$ cat src/sv/djs_slot_mem.sv
// Slot occupancy map: one taken bit per slot, one write port, one registered read port.
module djs_slot_mem #(
  parameter int DEPTH = 256,
  parameter int AW    = 8
) (
  input  logic          clk,
  input  logic          wr_en,
  input  logic [AW-1:0] wr_addr,
  input  logic          wr_taken,
  input  logic [AW-1:0] rd_addr,
  output logic          rd_taken
);
  logic mem [DEPTH];
  logic rd_taken_r;

  // Synchronous write and read; the scheduler clears the map before each run.
  always_ff @(posedge clk) begin
    if (wr_en) begin
      mem[wr_addr] <= wr_taken;
    end
    rd_taken_r <= mem[rd_addr];
  end

  assign rd_taken = rd_taken_r;

endmodule

$ cat config.mk
export PLATFORM = sky130hd
export DESIGN_NAME = djs_slot_mem
export DESIGN_NICKNAME = d
export VERILOG_FILES = /design/src/sv/djs_slot_mem.sv
export SDC_FILE = /design/constraint.sdc
export NUM_CORES = 1
export LEC_CHECK = 0
export ABC_AREA = 1
export BUFFER_PORTS_ARGS = -buffer_cell sky130_fd_sc_hd__buf_4
export CAP_MARGIN = 25
export CORE_ASPECT_RATIO = 0.75
export CORE_MARGIN = 3
export CORE_UTILIZATION = 50
export DETAILED_ROUTE_END_ITERATION = 8
export PLACE_DENSITY_LB_ADDON = 0.25
export SLEW_MARGIN = 40
export SYNTH_ARGS = -nofsm -noshare
export SYNTH_HDL_FRONTEND = slang
export SYNTH_SLANG_ARGS = --single-unit
export TNS_END_PERCENT = 20
$ cat constraint.sdc
create_clock -name clk -period 3.9 [get_ports clk]
set_clock_uncertainty 0.1 [all_clocks]
set_input_delay 0.78 -clock clk [delete_from_list [all_inputs] [get_ports clk]]
set_output_delay 0.78 -clock clk [all_outputs]
set_load 0.02 [all_outputs]
==> impl_metrics.json <==
{
  "rsz0062_at_grt": "false",
  "maxSlewHeadroom": 0.427,
  "critPathKind": "in2reg",
  "timing.rr.start": "mem[127]",
  "critPathLaunch": "rd_addr[1]",
  "place_congestion": 0.851,
  "regArea_um2": 7710,
  "leakagePower_nw": 4.31,
  "syn_area_per_cell_um2": 9.90,
  "final_cells": 1473,
  "yosysSeqAreaShare": 0.658,
  "multi_input_area_um2": 3450,
  "drive_above_1_share": 0.0636,
  "tns_ns": 0,
  "vias_per_cell": 5.85,
  "setup_viol": 0,
  "arrival_ns": 2.73,
  "clk_pin_slew_ns": 0.06,
  "drt-total-wl_um": 29900,
  "syn_nets": 1203,
  "dieArea_um2": 25300,
  "crit_end": "rd_taken",
  "cp_data_required_time_ns": 4.22,
  "yosysWarningCount": 0,
  "min_period_ns": 2.41,
  "rrSetupSlack_ns": 2.29,
  "grt_pass1_wl_um": 46200,
  "grt.overflow.total": 0,
  "die_w_um": 183,
  "drc": 0,
  "clock_sinks": 257,
  "power.density_nw_per_um2": 454,
  "yosys.area.top_type": "edfxtp_1",
  "startpoint_type": "input port",
  "grt_util_all_layers": 0.233,
  "grt_max_degree": 129,
  "hp-class": "in2reg",
  "nNetsFinal": 1181,
  "area_growth_pct": 8.38,
  "hold_ws_ns": 0.461,
  "post-route-period-util": 0.619,
  "core_um2": 22500,
  "cts_buffers": 26,
  "wl_per_cell_um": 20.3,
  "synth.distinct_cells": 13,
  "crit_path_end_kind": "flip-flop",
  "r2r-end": "rd_taken",
  "nFillCells": 1984,
  "max_freq_ghz": 0.414,
  "synth-seq-cells": 257,
  "postCtsSetupBuffers": 0,
  "start_util": 0.520,
  "ir_drop_mv": 0.526,
  "dr.pass1.iters": 7,
  "synth_area_um2": 11700,
  "final_hold_viol_count": 0,
  "antennaDiodeCount": 0,
  "yosysTopAreaCellShare": 0.656,
  "detail-route-antenna-nets": 0,
  "rows": 47,
  "outcome": "completed",
  "tightestPinTransition_ns": 0.857,
  "synth_cells": 1184,
  "insertion_delay_ns": 0.53,
  "reg2regPathDepth": 10,
  "min_from": "rd_addr[7]",
  "antenna_found_initial": 0,
  "clk_path_buf_depth": 3,
  "postCtsResizedCells": 0,
  "tritoncts": "yes",
  "htreeDepth": 1,
  "place_inst": 1428,
  "fp.dieH_um": 139,
  "numPortBuffers": 19,
  "total_power_mw": 5.77,
  "grt_pass1_vias": 7988,
  "max_cap_viol_count": 0,
  "cp_max_fo": 47,
  "io_pins": 20,
  "root_buffer": "clkbuf_16",
  "postCtsHoldBufs": 0,
  "finalMaxSlewViolations": 0,
  "num_vias": 8621,
  "final_util": 0.564,
  "place_hpwl_um": 16600,
  "synthTopCellsByArea": "edfxtp_1 (66%), nand3_1 (11%), nand2_1 (9.6%), nor2_1 (8.6%), buf_6 (2.1%)",
  "first_iter_violations": 1149
}
metrics by stage:
step	cell area [µm²]	setup WS, ns
2_1_floorplan	11700	1.85
3_3_place_gp	11900	1.04
3_5_place_dp	11900	1.02
4_1_cts	12700	1.53
5_1_grt	12700	1.27
6_report	12700	1.49
flip-flops by register name (all words and copies together), names as in the netlist:
register  flops
rd_taken      1
mem         256
where the power goes:
group          internal, mW  switching (mW)
Combinational        0.0979           0.295
Sequential             3.04         0.00237
Clock                  1.32            1.01
Total                  4.46            1.31
worst min-delay path by stage:
stage,cells after the start,endpoint,slack (ns)
CTS,3,rd_taken,0.45
global route,3,rd_taken,0.49
floorplan,10,rd_taken,0.74
detailed placement,10,rd_taken,0.81
finish,3,rd_taken,0.46
global placement,10,rd_taken,0.81
cells by family (layout without fill, tap and decap cells):
| logic type | after synthesis | count (layout) | share of synthesized area |
|---|---|---|---|
| buffers and inverters | 103 | 98 | 0.0505 |
| DFF | 257 | 257 | 0.658 |
| and+or+nand+nor | 824 | 824 | 0.292 |
per-layer routing:
metal / track usage / vias up / wire length [µm]
li1: - / 3956 / -
met1: 0.369 / 4136 / 13100
met2: 0.331 / 469 / 12800
met3: 0.0482 / 60 / 3270
met4: 0.0601 / 0 / 746
met5: 0 / - / 0
synth_stat cells:
master and instances:
buf_1 3, buf_2 14, buf_4 6, buf_6 22
clkbuf_1 40, dfxtp_1 1, edfxtp_1 256, inv_1 16
inv_2 2, nand2_1 299, nand3_1 254, nand4_1 3
nor2_1 268
worst max-delay path, stage by stage:
cell,delay (ns)
buf_4,0.25
inv_2,0.40
buf_12,0.33
nand3_1,0.13
nand3_1,0.12
nand3_1,0.17
nand3_1,0.16
nand2_1,0.09
nand2_1,0.07
nand3_1,0.07
nand3_1,0.08
nand2_1,0.06
cell usage in the layout (no fill, tap or decap):
cell type and instances:
dfxtp_1 1, bufinv_16 1, nand2_1 298, inv_1 15, clkinv_2 2, clkinv_1 9
buf_12 5, nor2_1 268, clkbuf_1 5, inv_8 1, nand2_2 1, nand4_1 3
buf_6 1, buf_4 29, inv_2 2, nand3_1 249, inv_4 1, edfxtp_1 256
nand3_2 5, clkbuf_16 27
layout make-up:
cell class	instances	share of cell area
sequential	257	0.607
multi-input combinational	824	0.271
clock buffer	32	0.0547
tap	294	0.0290
timing repair buffer	35	0.0259
clock inverter	13	0.00670
inverter	18	0.00552
Power figures use the tool's default switching activity.
